[config.mk]
export PLATFORM = sky130hd
export DESIGN_NAME = cht_ram
export DESIGN_NICKNAME = d
export VERILOG_FILES = /design/src/rtl/chained_hash_table_macros.svh /design/src/rtl/cht_ram.sv
export SDC_FILE = /design/constraint.sdc
export NUM_CORES = 1
export LEC_CHECK = 0
export ABC_AREA = 0
export BUFFER_PORTS_ARGS = -buffer_cell sky130_fd_sc_hd__clkbuf_2
export CORE_MARGIN = 2
export CORE_UTILIZATION = 50
export CTS_BUF_LIST = sky130_fd_sc_hd__clkbuf_2 sky130_fd_sc_hd__clkbuf_4 sky130_fd_sc_hd__clkbuf_8
export DETAILED_ROUTE_END_ITERATION = 10
export MAX_ROUTING_LAYER = met4
export PLACE_DENSITY = 0.75
export SLEW_MARGIN = 20
export SYNTH_ARGS = -nofsm -noshare
export SYNTH_HDL_FRONTEND = slang
export SYNTH_SLANG_ARGS = --single-unit
[constraint.sdc]
create_clock -name clk -period 2.3 [get_ports clk]
set_input_delay 0.345 -clock clk [delete_from_list [all_inputs] [get_ports clk]]
set_output_delay 0.345 -clock clk [all_outputs]
set_load 0.02 [all_outputs]
[src/rtl/chained_hash_table_macros.svh]
// Assertion macros shared by the chained hash table RTL.
`ifndef CHAINED_HASH_TABLE_MACROS_SVH
`define CHAINED_HASH_TABLE_MACROS_SVH

`ifndef NO_ASSERTIONS
// Check prop on every clock edge outside reset.
`define CHT_ASSERT(label, clk, rst, prop, msg) \
  label: assert property (@(posedge clk) disable iff (rst) prop) else $error(msg);
// Check that cond never holds outside reset.
`define CHT_ASSERT_NEVER(label, clk, rst, cond, msg) \
  label: assert property (@(posedge clk) disable iff (rst) !(cond)) else $error(msg);
`else
`define CHT_ASSERT(label, clk, rst, prop, msg)
`define CHT_ASSERT_NEVER(label, clk, rst, cond, msg)
`endif

`endif

[src/rtl/cht_ram.sv]
// Generic simple dual-port RAM with registered read.
module cht_ram #(
  parameter int WIDTH = 8,
  parameter int DEPTH = 16
) (
  input  logic                     clk,
  input  logic                     wr_en,
  input  logic [$clog2(DEPTH)-1:0] wr_addr,
  input  logic [WIDTH-1:0]         wr_data,
  input  logic [$clog2(DEPTH)-1:0] rd_addr,
  output logic [WIDTH-1:0]         rd_data
);

  logic [WIDTH-1:0] mem [DEPTH];

  always_ff @(posedge clk) begin
    if (wr_en) begin
      mem[wr_addr] <= wr_data;
    end
    rd_data <= mem[rd_addr];
  end

endmodule

==> run_results.csv <==
group,metric,value,unit
power_and_ir_drop,swShare,20.2,%
placed_design,port_buffers,25,
floorplan,row_count,37,
synthesis,synth-compound-area-share,2.33,%
setup_path,reg2regPathDepth,3,
synthesis,synth_area,5150,sq um
timing,period_needed,1.41,ns
setup_path,cp-end-kind,"register",
drt,drc,0,
floorplan,dieArea,11100,sq um
flow_run,drv_cap,0,
clock_network,cts_buffers,17,
power_and_ir_drop,combPwrFrac,5.1,%
clock_network,cts_tree,"yes",
power_and_ir_drop,p_switching,1.07,mW
clock_network,clockBufferDepth,2,
synthesis,synth_cells,229,
synthesis,synth.distinct_cells,19,
synthesis,synthXorXnorAreaFrac,0,%
timing,fmax,707,MHz
timing,holdWs,0.339,ns
synthesis,synth_top_family_by_area,"multiplexers",
drt,wl,9.39,mm
drt,routed_via_density,5.67,
clock_network,path_clk_slew,0.08,ns
setup_path,start_kind,"primary input",
floorplan,fp.dieW,105,um
synthesis,async_flop_share,0,%
setup_path,cp_max_fo,32,
floorplan,start_util,50.8,%
synthesis,synth.yosys.warnings,0,
layout,register_area,4000,sq um
placed_design,dp_cells,398,
layout,multi_input_area,1060,sq um
drt,dr.pass1.iters,6,
power_and_ir_drop,intPower,4.20,mW
synthesis,synth_top_area_share,74.7,%
power_and_ir_drop,p_clk_share,42.1,%
global_routing,grt_usage,18.7,%
synthesis,synth_adder_area_share,0,%
setup_path,critPathRequiredTime,2.60,ns
floorplan,ios,26,
global_routing,antenna_found_initial,0,
floorplan,die_h,105,um
synthesis,syn_avg_cell_area,22.5,sq um
placed_design,place.gp.congestion,0.723,
placed_design,dpl_cell_area,5520,sq um
global_routing,grt-ovfl-total,0,
layout,layout.nets,299,
setup_path,endpoint,"rd_data[0]",
drt,drt_iter0_drc,219,
layout,final_cells,430,
layout,antenna_cells,0,
synthesis,synthFlopType,"edfxtp_1",
clock_network,cts.sinks,136,
synthesis,post-synth-top-area-cell,"edfxtp_1",
synthesis,yosys.area_share.simple,3.18,%
status,status,"complete, no violations",
clock_network,cts_setup_buffers,0,
timing,setup_violations,0,
layout,stdcell_area,5980,sq um
timing,max_slew_margin,50.5,%
worst_hold_path,hold_path_class,"primary input to register",
clock_network,hold_buffers,0,
synthesis,synth_nets,247,
timing,rsz0062_at_grt,"false",
layout,areaGrowthSynthToFinish,16.3,%
synthesis,synth_edf_count,128,
power_and_ir_drop,p_per_area,881,nW/um^2
drt,postRouteAntennaNets,0,
timing,drv_slew,0,
layout,n_fill_cell,676,
timing,finalHoldViolations,0,
setup_path,arrival,1.71,ns
timing,setup_tns,0,ns
drt,num_vias,2437,
synthesis,synth.area.top_cells,"edfxtp_1, mux4_2, mux4_1",
floorplan,coreArea,10100,sq um
setup_path,crit_start,"rd_addr[0]",
synthesis,muxShareOfSynthArea,15.0,%
power_and_ir_drop,cellLeakagePower,2.02,nW
synthesis,yosys-top-cells-count,"edfxtp_1, mux4_2, a22oi_1, mux4_1, nor2_1",
drt,wire_per_inst,21.8,um
power_and_ir_drop,pwr-share-seq,52.8,%
timing,worstMarginPinSlew,0.740,ns
timing,fin_crit_sh,61.5,%
setup_path,r2r-start,"mem[1][0]",
synthesis,ys_seq_area_share,77.8,%
clock_network,root_buffer,"clkbuf_8",
layout,drive_above_1_share,32.0,%
clock_network,cts_resized,0,
power_and_ir_drop,vdd_drop_max,466,uV
clock_network,htreeDepth,4,
global_routing,first_global_vias,2546,
layout,post-route-util,59.0,%
global_routing,grt_max_degree,33,
clock_network,clk-insertion-delay-late,0.42,ns
setup_path,r2r_end,"rd_data[0]",
synthesis,synth-seq-cells,136,
setup_path,ff2ff_setup_slack,0.90,ns
placed_design,dp_hpwl,5.68,mm
timing,worst_clock_skew,0.00920,ns
setup_path,critPathKind,"primary input to register",
global_routing,grt_pass1_wl,14.4,mm
synthesis,synth.most_common_cell,"edfxtp_1",
## logic make-up (layout without fill, tap and decap cells)
family | count (synthesis) | after routing
DFF | 136 | 136
buffers and inverters | 10 | 75
and+or+nand+nor | 35 | 35
muxes | 32 | 32
AOI/OAI and AO/OA | 16 | 16
## placed cells by master, fill, tap and decap left out, drive strengths merged
cell type and instances:
nand2 9, nor2b 1, bufinv 5, clkinvlp 4, clkinv 3, nor2 13
and2 1, or3b 1, dfxtp 8, inv 2, edfxtp 128, clkbuf 43
buf 18, a22oi 16, and2b 1, nand3 1, mux4 32, nor3 4
nand2b 2, nand3b 2
## worst min path at each step
stage	from	to	slack, ns	cells after the start
after floorplan	wr_data[0]	mem[0][0]	0.44	0
after global placement	mem[12][4]	rd_data[4]	0.65	3
after detailed placement	mem[15][4]	rd_data[4]	0.66	3
after CTS	wr_data[3]	mem[13][3]	0.34	1
after global routing	wr_data[3]	mem[13][3]	0.36	1
final	wr_data[1]	mem[8][1]	0.34	1
## power groups by stage
stage / sequential (mW) / clock [mW] / combinational [mW]
3_3_place_gp: 2.84 / 0 / 0.263
5_1_grt: 2.79 / 2.35 / 0.288
3_5_place_dp: 2.84 / 0 / 0.266
2_1_floorplan: 2.85 / 0 / 0.141
4_1_cts: 2.79 / 2.24 / 0.270
6_report: 2.78 / 2.22 / 0.267
## worst max-delay path, cell delays in order
cell      delay, ns
clkbuf_2       0.10
buf_12         0.25
mux4_1         0.59
a22oi_1        0.30
nand2_1        0.12
## layout make-up
cell class                 count  share of cell area [%]
tap                          136                    2.84
clock inverter                14                    3.68
sequential                   136                    66.9
timing repair buffer          43                    4.77
clock buffer                  18                    4.14
multi-input combinational     83                    17.7
## sequential cells by signal, summed over array words and instances (netlist names)
| signal | cells |
|---|---|
| mem | 128 |
| rd_data | 8 |
## stage by stage
stage / power (mW) / setup WS, ns
detailed placement: 3.11 / 0.467
global route: 5.42 / 0.777
finish: 5.27 / 0.886
global placement: 3.10 / 0.487
floorplan: 3.00 / 0.462
CTS: 5.30 / 0.870
## layer usage
layer | wire length, um | global-route usage, % | vias up
met2 | 4900 | 30.6 | 64
met1 | 4050 | 23.4 | 1287
met3 | 349 | 4.08 | 7
met4 | 99 | 6.57 | 0
li1 | - | - | 1079
met5 | 0 | - | -
No activity file was read; power rests on OpenSTA's default activity.
